## config.mk

```make
export PLATFORM = sky130hd
export DESIGN_NAME = tga_truecolor_stream_decoder
export DESIGN_NICKNAME = d
export VERILOG_FILES = /design/src/hw/rtl/tgad_pkg.sv /design/src/hw/rtl/tga_truecolor_stream_decoder.sv /design/src/hw/rtl/tgad_front.sv /design/src/hw/rtl/tgad_queue.sv /design/src/hw/rtl/tgad_back.sv
export SDC_FILE = /design/constraint.sdc
export NUM_CORES = 2
export LEC_CHECK = 0
export BUFFER_PORTS_ARGS = -buffer_cell sky130_fd_sc_hd__buf_2
export CORE_ASPECT_RATIO = 0.8
export CORE_MARGIN = 2
export CORE_UTILIZATION = 39
export DETAILED_ROUTE_END_ITERATION = 10
export SETUP_SLACK_MARGIN = 0.4
export SLEW_MARGIN = 5
export SYNTH_ARGS = -nofsm -noshare
export SYNTH_HDL_FRONTEND = slang
export SYNTH_HIERARCHICAL = 1
export SYNTH_SLANG_ARGS = --single-unit
```

## constraint.sdc

```tcl
create_clock -name clk_i -period 7.1 [get_ports clk_i]
set_input_delay 0.71 -clock clk_i [delete_from_list [all_inputs] [get_ports clk_i]]
set_output_delay 0.71 -clock clk_i [all_outputs]
set_load 0.02 [all_outputs]
```

## src/hw/rtl/tgad_pkg.sv

```systemverilog
// Shared types and constants of the TGA truecolor stream decoder.
package tgad_pkg;

  localparam logic [4:0]  HDR_LAST_IDX     = 5'd17;
  localparam logic [4:0]  IDX_ID_LEN       = 5'd0;
  localparam logic [4:0]  IDX_IMG_TYPE     = 5'd2;
  localparam logic [4:0]  IDX_WIDTH_LO     = 5'd12;
  localparam logic [4:0]  IDX_WIDTH_HI     = 5'd13;
  localparam logic [4:0]  IDX_HEIGHT_LO    = 5'd14;
  localparam logic [4:0]  IDX_HEIGHT_HI    = 5'd15;
  localparam logic [4:0]  IDX_DEPTH        = 5'd16;
  localparam logic [7:0]  TYPE_TRUECOLOR   = 8'd2;
  localparam int unsigned TOP_ORIGIN_BIT   = 5;
  localparam logic [7:0]  DEPTH_RGB        = 8'd24;
  localparam logic [7:0]  DEPTH_RGBA       = 8'd32;
  localparam logic [31:0] MAX_PIXELS_RESET = 32'd67108864;
  localparam logic [2:0]  CH_RGB           = 3'd3;
  localparam logic [2:0]  CH_RGBA          = 3'd4;
  localparam int unsigned QUEUE_DEPTH      = 4;
  localparam int unsigned TDATA_W          = 104;

  typedef enum logic [1:0] {
    KIND_HEADER = 2'd0,
    KIND_PIXEL  = 2'd1,
    KIND_ERROR  = 2'd2
  } kind_e;

  typedef enum logic [1:0] {
    ERR_TYPE  = 2'd0,
    ERR_SIZE  = 2'd1,
    ERR_COUNT = 2'd2,
    ERR_TRUNC = 2'd3
  } err_e;

  typedef enum logic [2:0] {
    PH_IDLE   = 3'd0,
    PH_HEADER = 3'd1,
    PH_IDSKIP = 3'd2,
    PH_PIXELS = 3'd3,
    PH_DONE   = 3'd4
  } phase_e;

  // Parser state of one file.
  typedef struct packed {
    phase_e      phase;
    logic [4:0]  idx;
    logic [7:0]  id_left;
    logic [15:0] width;
    logic [15:0] height;
    logic [7:0]  img_type;
    logic [7:0]  depth;
    logic        has_alpha;
    logic        top_first;
    logic [23:0] partial;
    logic [1:0]  bop;
    logic [15:0] col;
    logic [15:0] srow;
    logic [31:0] area;
  } fstate_t;

  // One classified result between front and back.
  typedef struct packed {
    kind_e       kind;
    err_e        err;
    logic [15:0] width;
    logic [15:0] height;
    logic        has_alpha;
    logic [15:0] column;
    logic [15:0] srow;
    logic        top_first;
    logic [7:0]  red;
    logic [7:0]  green;
    logic [7:0]  blue;
    logic [7:0]  alpha;
    logic        fin;
  } entry_t;

  // Finished output word.
  typedef struct packed {
    kind_e       kind;
    err_e        err;
    logic [15:0] width;
    logic [15:0] height;
    logic [2:0]  ccount;
    logic [15:0] column;
    logic [15:0] row;
    logic [7:0]  red;
    logic [7:0]  green;
    logic [7:0]  blue;
    logic [7:0]  alpha;
    logic        fin;
  } out_t;

endpackage

```

## src/hw/rtl/tga_truecolor_stream_decoder.sv

```systemverilog
// Top level of the TGA truecolor stream decoder.
//
// Input stream: one file byte per word. tdata[7:0] is the byte, tuser flags
// the first header byte of a new file (parsing restarts there from any
// state), tlast flags the last byte the source sends for that file.
// Output stream: at most one word per input byte. tuser is the kind (header
// accepted, pixel, error), tlast marks the final pixel of the image, tdata
// carries error code, size, channel count, column, top-down row and RGBA.
// The user writes the max_pixels register via cfg_we_i/cfg_wdata_i only while
// the block is idle, unchecked by the block; larger images end in an error word.
//
// Throughput: one byte per cycle while the queue has room. The parser updates
// its counters in the cycle a byte is accepted and writes any result into a
// four-word queue at that same edge; the output register loads the queue head
// once it is empty or its word is taken, and m_axis_tvalid rises as it loads.
// s_axis_tready drops only when the queue is full, so a stalled receiver backs
// up the queue before the input is held.
// Reset clears the parser to idle, empties the queue and the output
// register, and sets max_pixels to 64 Mi pixels.
module tga_truecolor_stream_decoder (
  input  logic                          clk_i,
  input  logic                          rst_ni,
  input  logic                          cfg_we_i,
  input  logic [31:0]                   cfg_wdata_i,
  input  logic                          s_axis_tvalid,
  output logic                          s_axis_tready,
  input  logic [7:0]                    s_axis_tdata,   // [7:0] file_byte
  input  logic                          s_axis_tuser,   // [0] start_of_file
  input  logic                          s_axis_tlast,   // last_byte
  output logic                          m_axis_tvalid,
  input  logic                          m_axis_tready,
  // [1:0] error_code, [17:2] image_width, [33:18] image_height,
  // [36:34] channel_count, [52:37] column, [68:53] row, [76:69] red,
  // [84:77] green, [92:85] blue, [100:93] alpha, [103:101] zero
  output logic [tgad_pkg::TDATA_W-1:0]  m_axis_tdata,
  output logic [1:0]                    m_axis_tuser,   // [1:0] kind
  output logic                          m_axis_tlast    // final_pixel
);

  logic             in_fire;
  logic             push, pop, q_full, q_valid;
  tgad_pkg::entry_t entry, head;
  tgad_pkg::out_t   word;

  // accept only when a result of this byte is sure to find a queue slot
  assign s_axis_tready = !q_full;
  assign in_fire       = s_axis_tvalid && s_axis_tready;

  tgad_front u_front (
    .clk_i       (clk_i),
    .rst_ni      (rst_ni),
    .cfg_we_i    (cfg_we_i),
    .cfg_wdata_i (cfg_wdata_i),
    .in_fire_i   (in_fire),
    .byte_i      (s_axis_tdata),
    .sof_i       (s_axis_tuser),
    .last_i      (s_axis_tlast),
    .push_o      (push),
    .entry_o     (entry)
  );

  tgad_queue u_queue (
    .clk_i       (clk_i),
    .rst_ni      (rst_ni),
    .push_i      (push),
    .push_data_i (entry),
    .pop_i       (pop),
    .full_o      (q_full),
    .valid_o     (q_valid),
    .head_o      (head)
  );

  tgad_back u_back (
    .clk_i       (clk_i),
    .rst_ni      (rst_ni),
    .q_valid_i   (q_valid),
    .q_head_i    (head),
    .q_pop_o     (pop),
    .out_ready_i (m_axis_tready),
    .out_valid_o (m_axis_tvalid),
    .out_o       (word)
  );

  // pack the output word, highest field first
  assign m_axis_tdata = {3'd0, word.alpha, word.blue, word.green, word.red, word.row,
                         word.column, word.ccount, word.height, word.width, word.err};
  assign m_axis_tuser = word.kind;
  assign m_axis_tlast = word.fin;

endmodule

```

## src/hw/rtl/tgad_front.sv

```systemverilog
// Byte parser: header capture and checks, id skip, pixel assembly.
module tgad_front (
  input  logic              clk_i,
  input  logic              rst_ni,
  input  logic              cfg_we_i,
  input  logic [31:0]       cfg_wdata_i,
  input  logic              in_fire_i,
  input  logic [7:0]        byte_i,
  input  logic              sof_i,
  input  logic              last_i,
  output logic              push_o,
  output tgad_pkg::entry_t  entry_o
);

  tgad_pkg::fstate_t st_q, st_d;
  logic [31:0] max_pixels_q;

  always_ff @(posedge clk_i or negedge rst_ni) begin
    if (!rst_ni) begin
      st_q         <= '0;
      max_pixels_q <= tgad_pkg::MAX_PIXELS_RESET;
    end else begin
      st_q <= st_d;
      if (cfg_we_i) begin
        max_pixels_q <= cfg_wdata_i;
      end
    end
  end

  always_comb begin
    tgad_pkg::fstate_t cur;
    logic [1:0]  lastb;
    logic        fin;
    cur     = st_q;
    st_d    = st_q;
    push_o  = 1'b0;
    entry_o = '0;
    lastb   = 2'd2;
    fin     = 1'b0;
    if (in_fire_i) begin
      // a start marker restarts parsing from any phase
      if (sof_i) begin
        cur       = '0;
        cur.phase = tgad_pkg::PH_HEADER;
      end
      st_d = cur;
      unique case (cur.phase)
        tgad_pkg::PH_HEADER: begin
          unique case (cur.idx)
            tgad_pkg::IDX_ID_LEN:    st_d.id_left = byte_i;
            tgad_pkg::IDX_IMG_TYPE:  st_d.img_type = byte_i;
            tgad_pkg::IDX_WIDTH_LO:  st_d.width[7:0] = byte_i;
            tgad_pkg::IDX_WIDTH_HI:  st_d.width[15:8] = byte_i;
            tgad_pkg::IDX_HEIGHT_LO: st_d.height[7:0] = byte_i;
            tgad_pkg::IDX_HEIGHT_HI: st_d.height[15:8] = byte_i;
            tgad_pkg::IDX_DEPTH: begin
              st_d.depth     = byte_i;
              st_d.has_alpha = (byte_i == tgad_pkg::DEPTH_RGBA);
              // size is complete here: precompute the area for the last byte
              st_d.area      = {16'd0, cur.width} * {16'd0, cur.height};
            end
            tgad_pkg::HDR_LAST_IDX:  st_d.top_first = byte_i[tgad_pkg::TOP_ORIGIN_BIT];
            default: ;
          endcase
          if (cur.idx != tgad_pkg::HDR_LAST_IDX) begin
            st_d.idx = cur.idx + 5'd1;
            if (last_i) begin
              push_o        = 1'b1;
              entry_o.kind  = tgad_pkg::KIND_ERROR;
              entry_o.err   = tgad_pkg::ERR_TRUNC;
              st_d.phase    = tgad_pkg::PH_DONE;
            end
          end else begin
            push_o = 1'b1;
            if (cur.img_type != tgad_pkg::TYPE_TRUECOLOR) begin
              entry_o.kind = tgad_pkg::KIND_ERROR;
              entry_o.err  = tgad_pkg::ERR_TYPE;
              st_d.phase   = tgad_pkg::PH_DONE;
            end else if (cur.width == 16'd0 || cur.height == 16'd0 ||
                         (cur.depth != tgad_pkg::DEPTH_RGB &&
                          cur.depth != tgad_pkg::DEPTH_RGBA)) begin
              entry_o.kind = tgad_pkg::KIND_ERROR;
              entry_o.err  = tgad_pkg::ERR_SIZE;
              st_d.phase   = tgad_pkg::PH_DONE;
            end else if (cur.area > max_pixels_q) begin
              entry_o.kind = tgad_pkg::KIND_ERROR;
              entry_o.err  = tgad_pkg::ERR_COUNT;
              st_d.phase   = tgad_pkg::PH_DONE;
            end else if (last_i) begin
              entry_o.kind = tgad_pkg::KIND_ERROR;
              entry_o.err  = tgad_pkg::ERR_TRUNC;
              st_d.phase   = tgad_pkg::PH_DONE;
            end else begin
              entry_o.kind      = tgad_pkg::KIND_HEADER;
              entry_o.width     = cur.width;
              entry_o.height    = cur.height;
              entry_o.has_alpha = cur.has_alpha;
              st_d.phase = (cur.id_left != 8'd0) ? tgad_pkg::PH_IDSKIP
                                                 : tgad_pkg::PH_PIXELS;
            end
          end
        end
        tgad_pkg::PH_IDSKIP: begin
          st_d.id_left = cur.id_left - 8'd1;
          if (cur.id_left == 8'd1) begin
            st_d.phase = tgad_pkg::PH_PIXELS;
          end
          if (last_i) begin
            push_o       = 1'b1;
            entry_o.kind = tgad_pkg::KIND_ERROR;
            entry_o.err  = tgad_pkg::ERR_TRUNC;
            st_d.phase   = tgad_pkg::PH_DONE;
          end
        end
        tgad_pkg::PH_PIXELS: begin
          lastb = cur.has_alpha ? 2'd3 : 2'd2;
          if (cur.bop < lastb) begin
            case (cur.bop)
              2'd0:    st_d.partial[7:0]   = byte_i;
              2'd1:    st_d.partial[15:8]  = byte_i;
              default: st_d.partial[23:16] = byte_i;
            endcase
            st_d.bop = cur.bop + 2'd1;
            if (last_i) begin
              push_o       = 1'b1;
              entry_o.kind = tgad_pkg::KIND_ERROR;
              entry_o.err  = tgad_pkg::ERR_TRUNC;
              st_d.phase   = tgad_pkg::PH_DONE;
            end
          end else begin
            fin = ({1'b0, cur.srow} + 17'd1 == {1'b0, cur.height}) &&
                  ({1'b0, cur.col} + 17'd1 == {1'b0, cur.width});
            st_d.partial = '0;
            st_d.bop     = 2'd0;
            if ({1'b0, cur.col} + 17'd1 >= {1'b0, cur.width}) begin
              st_d.col  = 16'd0;
              st_d.srow = cur.srow + 16'd1;
            end else begin
              st_d.col  = cur.col + 16'd1;
            end
            push_o = 1'b1;
            if (!fin && last_i) begin
              entry_o.kind = tgad_pkg::KIND_ERROR;
              entry_o.err  = tgad_pkg::ERR_TRUNC;
              st_d.phase   = tgad_pkg::PH_DONE;
            end else begin
              if (fin) begin
                st_d.phase = tgad_pkg::PH_DONE;
              end
              entry_o.kind      = tgad_pkg::KIND_PIXEL;
              entry_o.width     = cur.width;
              entry_o.height    = cur.height;
              entry_o.has_alpha = cur.has_alpha;
              entry_o.column    = cur.col;
              entry_o.srow      = cur.srow;
              entry_o.top_first = cur.top_first;
              entry_o.blue      = cur.partial[7:0];
              entry_o.green     = cur.partial[15:8];
              entry_o.red       = cur.has_alpha ? cur.partial[23:16] : byte_i;
              entry_o.alpha     = cur.has_alpha ? byte_i : 8'd0;
              entry_o.fin       = fin;
            end
          end
        end
        default: ;  // idle or done: drop the byte
      endcase
    end
  end

endmodule

```

## src/hw/rtl/tgad_queue.sv

```systemverilog
// Short register queue of classified results between front and back.
module tgad_queue (
  input  logic              clk_i,
  input  logic              rst_ni,
  input  logic              push_i,
  input  tgad_pkg::entry_t  push_data_i,
  input  logic              pop_i,
  output logic              full_o,
  output logic              valid_o,
  output tgad_pkg::entry_t  head_o
);

  localparam int unsigned PtrW = $clog2(tgad_pkg::QUEUE_DEPTH);
  localparam int unsigned CntW = $clog2(tgad_pkg::QUEUE_DEPTH + 1);

  tgad_pkg::entry_t slot_q [tgad_pkg::QUEUE_DEPTH];
  logic [PtrW-1:0] wr_ptr_q, wr_ptr_d, rd_ptr_q, rd_ptr_d;
  logic [CntW-1:0] count_q, count_d;
  logic            do_push, do_pop;

  assign full_o  = (count_q == CntW'(tgad_pkg::QUEUE_DEPTH));
  assign valid_o = (count_q != '0);
  assign head_o  = slot_q[rd_ptr_q];
  assign do_push = push_i && !full_o;
  assign do_pop  = pop_i && valid_o;

  always_comb begin
    wr_ptr_d = do_push ? wr_ptr_q + PtrW'(1) : wr_ptr_q;
    rd_ptr_d = do_pop  ? rd_ptr_q + PtrW'(1) : rd_ptr_q;
    count_d  = count_q + CntW'(do_push) - CntW'(do_pop);
  end

  always_ff @(posedge clk_i or negedge rst_ni) begin
    if (!rst_ni) begin
      wr_ptr_q <= '0;
      rd_ptr_q <= '0;
      count_q  <= '0;
    end else begin
      wr_ptr_q <= wr_ptr_d;
      rd_ptr_q <= rd_ptr_d;
      count_q  <= count_d;
    end
  end

  always_ff @(posedge clk_i) begin
    if (do_push) begin
      slot_q[wr_ptr_q] <= push_data_i;
    end
  end

endmodule

```

## src/hw/rtl/tgad_back.sv

```systemverilog
// Output stage: row flip, channel count and the output word register.
module tgad_back (
  input  logic              clk_i,
  input  logic              rst_ni,
  input  logic              q_valid_i,
  input  tgad_pkg::entry_t  q_head_i,
  output logic              q_pop_o,
  input  logic              out_ready_i,
  output logic              out_valid_o,
  output tgad_pkg::out_t    out_o
);

  logic           valid_q;
  tgad_pkg::out_t word_q, word_d;

  assign q_pop_o     = q_valid_i && (!valid_q || out_ready_i);
  assign out_valid_o = valid_q;
  assign out_o       = word_q;

  always_comb begin
    word_d        = '0;
    word_d.kind   = q_head_i.kind;
    word_d.err    = q_head_i.err;
    word_d.width  = q_head_i.width;
    word_d.height = q_head_i.height;
    word_d.column = q_head_i.column;
    word_d.red    = q_head_i.red;
    word_d.green  = q_head_i.green;
    word_d.blue   = q_head_i.blue;
    word_d.alpha  = q_head_i.alpha;
    word_d.fin    = q_head_i.fin;
    if (q_head_i.kind != tgad_pkg::KIND_ERROR) begin
      word_d.ccount = q_head_i.has_alpha ? tgad_pkg::CH_RGBA : tgad_pkg::CH_RGB;
    end
    if (q_head_i.kind == tgad_pkg::KIND_PIXEL) begin
      // bottom-origin files store the last row first
      word_d.row = q_head_i.top_first ? q_head_i.srow
                                      : q_head_i.height - 16'd1 - q_head_i.srow;
    end
  end

  always_ff @(posedge clk_i or negedge rst_ni) begin
    if (!rst_ni) begin
      valid_q <= 1'b0;
    end else if (q_pop_o) begin
      valid_q <= 1'b1;
    end else if (out_ready_i) begin
      valid_q <= 1'b0;
    end
  end

  always_ff @(posedge clk_i) begin
    if (q_pop_o) begin
      word_q <= word_d;
    end
  end

endmodule

```

Yosys cells after proc, flatten, opt, wreduce, memory -nomap -nowiden
Memories as Yosys holds them, arrays and structs flattened. Cells that the tools add are included.

Add/sub/neg operators: 13. Multiply operators: 1. Muxes and demuxes: 72. Eq/ne operators: 22. Reductions and logical operators: 21. Order comparisons: 3.

Operators by type and width (number): 156-bit 2-to-1 mux (2); 99-bit 2-to-1 mux (2); 33-bit 2-to-1 mux (5); 103-bit 2-to-1 mux (1); 32-bit 2-to-1 mux (3); 8-bit 2-to-1 mux (11); 66-bit 2-to-1 mux (1); 33-bit one-hot mux with 2 select lines (1); 58-bit 2-to-1 mux (1); 50-bit 2-to-1 mux (1); 16-bit 2-to-1 mux (3); 3-bit 2-to-1 mux (12); 16-bit by 1-bit adder with 17-bit output, second input constant (2); 17-bit by 16-bit equality test with 1-bit output (2); 16-bit by 1-bit adder with 16-bit output, second input constant (2); 32-bit greater-than comparator (1); 16-bit logical NOT (2); 16-bit by 16-bit multiplier with 32-bit output (1); 26-bit 2-to-1 mux (1); 4-bit 2-to-1 mux (6); 5-bit by 4-bit equality test with 1-bit output, second input constant (4); 17-bit by 16-bit greater-or-equal comparator with 1-bit output (1); 8-bit one-hot mux with 2 select lines (1); 16-bit by 1-bit subtractor with 16-bit output, second input constant (1); 36 further kinds (65).

Output and inout port bits: 109. Memories kept: 1. Bits in registers: 300. RAM bits: 412. Input port bits: 47.

Memories: u_queue.slot_q (words 4, width 103, read ports 1, clocked after Yosys merged registers in 0, wr ports 1, RTL line tgad_queue.sv:16) `tgad_pkg::entry_t slot_q [tgad_pkg::QUEUE_DEPTH];`.

Logic depth before layout (Yosys ltp)
Word-level depth: 13. Gate-level depth with buffers: 27. Gate-level depth less buffers: 23.

By module
Netlist, hierarchy kept.

Modules (own cells, without submodules): tgad_front (cells an instance 2328, seq. area each 4705.8 µm², times used 1, area each 19910.3 µm²); tgad_queue (cells an instance 579, seq. area each 12547.0 µm², times used 1, area each 15334.7 µm²); tgad_back (cells an instance 280, seq. area each 3118.0 µm², times used 1, area each 4272.8 µm²); tga_truecolor_stream_decoder (cells an instance 6, seq. area each 0.0 µm², times used 1, area each 36.3 µm²).

Worst setup path after synthesis
No wires, ideal clock.

Path type: in2reg. Start: in s_axis_tuser. End: reg u_front/st_q[29] (netlist name). Arrival: 7.134 ns. Required time: 6.978 ns. Slack: -0.155 ns. Setup time: 0.122 ns. Cell stages on the path: 26. Cell sequence: buf_2 -> clkbuf_1 -> clkbuf_1 -> clkbuf_1 -> nor2b_1 -> clkbuf_1 -> nand2_1 -> fa_1 -> fa_1 -> inv_1 -> fa_1 -> fa_1 -> fa_1 -> inv_1 -> fa_1 -> inv_1 -> ha_1 -> clkbuf_1 -> and4_1 -> nand4_1 -> and3_1 -> a22oi_1 -> nand3_1 -> a31o_2 -> a21o_1 -> a32o_1.

Word-level cells in the longest chain between the ends: 5.

RTL lines: start: declaration (RTL line tga_truecolor_stream_decoder.sv:28) `input logic s_axis_tuser,`; 156-bit 2-to-1 mux * (RTL line tgad_front.sv:42) `if (sof_i) begin`; 156-bit 2-to-1 mux * (RTL line tgad_front.sv:40) `if (in_fire_i) begin`; 16-bit by 16-bit multiplier with 32-bit output or 5-bit equality test (tied branches) (RTL line tgad_front.sv:60, tgad_front.sv:49); 32-bit 2-to-1 mux (RTL line tgad_front.sv:49) `unique case (cur.idx)`; 32-bit 2-to-1 mux * (RTL line tgad_front.sv:47) `unique case (cur.phase)`; end signal: assignment (RTL line tgad_front.sv:23) `st_q <= st_d;`; end: declaration (RTL line tgad_front.sv:15) `tgad_pkg::fstate_t st_q, st_d;`.

Mark *: on every way between the ends. The rest lies on a longest branch, timed or not. The select of a mux whose other input is x is not followed. A chain may end at the register's enable or synchronous reset.

Final worst setup path
Start: reg u_front/st_q[131] (netlist name). End: reg u_front/st_q[30] (netlist name).

Word-level cells in the longest chain between the ends: 5.

RTL lines: 156-bit 2-to-1 mux (RTL line tgad_front.sv:42); 156-bit 2-to-1 mux (RTL line tgad_front.sv:40); 16-bit by 16-bit multiplier with 32-bit output (RTL line tgad_front.sv:60) `st_d.area = {16'd0, cur.width} * {16'd0, cur.height};`; 32-bit 2-to-1 mux (RTL line tgad_front.sv:49); 32-bit 2-to-1 mux (RTL line tgad_front.sv:47).

Every way passes these cells. The select of a mux whose other input is x is not followed.

==> metrics.md <==
| Metric | Value |
|---|---|
| Status | finished clean |
| 1st-iter DRT viols | between 2000 and 2500 |
| Post-synth ARST share | ~28% |
| Flip-flop and latch count after synthesis | 711 |
| YS warnings | 6 |
| WL final | about 99 mm |
| Initial antenna violation count | 10 |
| Final worst setup slack | around 0.71 ns |
| Crit-path max FO | 6 |
| Vias in the first global route | 25200 |
| Largest net degree at the start of global routing | 67 |
| Worst-Skew Late Latency | 0.67 ns |
| CTS root buf | clkbuf_16 |
| Total die area | ~100000 µm² |
| Io pins | roughly 160 |
| Htree depth | 3 |
| Rel. slew slack | approximately 23% |
| Drt drc | 0 |
| Initial Util | about two fifths |
| RePlAce Congestion | 0.910 |
| CTS tree | done |
| Fillers | around 9000 |
| Vias per Instance | around 5.4 |
| Crit. End Element | flop |
| GRT Util Overall | roughly a fifth |
| Share of the yosys chip area belonging to registers | 51.5% |
| Final net count | between 3000 and 4000 |
| Die width | around 360 µm |
| CP arrival | a little under 7 ns |
| Post-DRT Antenna Nets | 0 |
| Area Growth Syn to Fin | 13.5% |
| PortBufs | between 150 and 200 |
| Netlist cell types | 89 |
| Post-Syn Area | between 30000 and 40000 µm² |
| Drt wl/cell | 20.8 µm |
| Startpoint class of the critical path | flop |
| Core region area | between 100000 and 150000 µm² |
| LEAKAGE | 18.2 nW |
| HP Class | input pin to async pin |
| Post-synth EDFFs | ~520 |
| Vias | between 20000 and 30000 |
| Period minus WS final | between 6 and 7 ns |
| Leading cell type in the layout, fill and taps excluded | edfxtp_1 |
| WP buf/inv | 5 |
| Worst setup path class | flop to flop |
| Required time of the critical path | about 7.7 ns |
| Post-DP HPWL | around 70 mm |
| First-pass GRT wire length | 152 mm |
| Die height | just under 300 µm |
| Worst path cell trace | nor2b_2 -> buf_4 -> and2_1 -> fa_1 -> inv_1 -> fa_1 -> fa_1 -> inv_1 -> fa_1 -> fa_1 -> inv_1 -> fa_1 -> inv_1 -> ha_1 -> nand2_1 -> a2111oi_2 -> nand2_1 -> a211oi_2 -> a21oi_1 -> o31ai_1 -> mux2i_1 -> o21ai_0 |
| Pre-CTS WS | just over 0.1 ns |
| Num rows | 104 |
| Syn_area_per_cell | about 12 µm² |
| Clk sink count | between 700 and 800 |
| Crit path max-delay family | adder cells |
| MaxCap Viol Count | 0 |
| Slowest stage delay, CP | about 0.56 ns |
| Mapped Cells | around 3200 |
| CP max stage cell | fa_1 |
| Cts bufs inserted | about 80 |
| FMAX | 157 MHz |
| Top FF cell, synth | edfxtp_1 |
| Hold Vio Cnt, Final | 0 |
| Pwr/cell area | 300 nW/µm² |
| Tightest Pin Transition | between 1 and 1.5 ns |
| Pins Over Slew Limit | 0 |
| Longest Clk Path Bufs | 3 |
| Reg clk slew, reported paths | ~0.070 ns |
| CP dominant cell by count | fa_1 |
| Final Skew | approximately 0.057 ns |
| Peak supply drop | 182 µV |
| First drt pass iteration count | 6 |
| GRT overflow | 0 |
| Endpoints failing setup | 0 |
| RSZ-0062 raised after global routing | false |
| Setup TNS | 0 ns |
| Share of cells above drive strength 1 | about 15% |
| Tcrit/Tclk final | about nine tenths |
| Most frequent cells in the layout | edfxtp_1 (515), nand2_1 (340), inv_1 (328) |
==> layout make-up <==
| cell class | instances | area [µm²] | share of cell area [%] |
|---|---|---|---|
| Antenna cell | 4 | 10.0 | 0.0223 |
| Clock buffer | 97 | 2050 | 4.58 |
| Clock inverter | 44 | 664 | 1.48 |
| Inverter | 330 | 1240 | 2.76 |
| Multi-Input combinational cell | 1989 | 17300 | 38.6 |
| Sequential cell | 711 | 20400 | 45.4 |
| Tap cell | 1325 | 1660 | 3.69 |
| Timing Repair Buffer | 248 | 1560 | 3.47 |
==> per-stage QoR <==
stage | util [%] | total power (W) | area [µm²] | instances | hold WS [ns]
floorplan | - | 0.00825 | 39700 | 3195 | 0.414
global placement | 41.9 | 0.00934 | 42100 | 4603 | 0.459
detailed placement | 41.9 | 0.00935 | 42100 | 4603 | 0.463
CTS | 44.6 | 0.0136 | 44800 | 4744 | 0.0404
global route | 44.6 | 0.0141 | 44900 | 4744 | 0.0820
finish | 44.6 | 0.0134 | 44900 | 4748 | 0.0319
==> layer usage <==
layer	share of wire (%)	track usage [%]
met2	44	28.4
met5	0.023	0
met3	7.3	3.60
met4	2.6	5.67
met1	46	27.8
==> registers in the layout, summed over array words and instances (netlist names) <==
name and count:
u_front/st_q 156, u_back/out_o 103, u_queue/count_q 3, u_queue/slot_q 412
u_front/max_pixels_q 32, u_queue/rd_ptr_q 2, u_back/out_valid_o 1, u_queue/wr_ptr_q 2
==> cells in the mapped netlist, types with 31 or more instances <==
| library cell | n | area share (%) |
|---|---|---|
| o21ai_0 | 141 | 1.8 |
| a22o_1 | 69 | 1.5 |
| mux4_2 | 103 | 5.9 |
| edfxtp_1 | 515 | 39 |
| clkbuf_1 | 118 | 1.1 |
| xnor2_1 | 40 | 0.89 |
| fa_1 | 196 | 9.9 |
| inv_1 | 328 | 3.1 |
| nor2b_1 | 86 | 1.4 |
| nor2_1 | 152 | 1.4 |
| a21oi_1 | 85 | 1.1 |
| nand2_1 | 340 | 3.2 |
| dfrtp_1 | 195 | 12 |
| nand3_1 | 37 | 0.47 |
| and2_1 | 99 | 1.6 |
| ha_1 | 184 | 5.8 |
| and3_1 | 68 | 1.1 |
| a21o_1 | 31 | 0.59 |
==> final timing paths <==
kind	from	to	slack (ns)	depth (start not counted)
max	u_front/st_q[131]$_DFFE_PN0P_	u_front/st_q[30]$_DFFE_PN0P_	0.71	22
min	rst_ni	u_front/max_pixels_q[25]$_DFFE_PN0P_	0.03	1
max reg2reg	u_front/st_q[131]$_DFFE_PN0P_	u_front/st_q[30]$_DFFE_PN0P_	0.71	22
min reg2reg	u_front/st_q[71]$_DFFE_PN0P_	u_front/st_q[71]$_DFFE_PN0P_	0.48	2
max in group asynchronous	rst_ni	u_queue/rd_ptr_q[1]$_DFFE_PN0P_	5.59	2
min in group clk_i	cfg_wdata_i[28]	u_front/max_pixels_q[28]$_DFFE_PN0P_	0.24	3
==> timing repair <==
action / CTS / global route
resized for setup: 0 / 12
endpoints found under the setup margin: 0 / 8
hold buffers: 0 / 0
buffers inserted: 0 / 0
==> kinds of logic after synthesis <==
family                   count (synthesis)  share of synthesized area, %
AND/OR/NAND/NOR                        932                          11.6
flip-flops                             711                          51.5
buffers and inverters                  495                          5.05
AO/OA/AOI/OAI                          490                          8.34
adder cells (fa/ha/maj)                380                          15.7
multiplexers                           119                          6.28
XOR/XNOR                                65                          1.44
other                                    1                       0.00948
==> power by group <==
| part | internal (W) | switching [W] | leakage, nW | total (W) |
|---|---|---|---|---|
| sequential | 0.00523 | 0.000363 | 7.30 | 0.00559 |
| clock | 0.00246 | 0.00175 | 1.30 | 0.00421 |
| combinational | 0.00143 | 0.00222 | 9.64 | 0.00364 |
| total | 0.00912 | 0.00433 | 18.2 | 0.0134 |
Power figures use the tool's default switching activity.
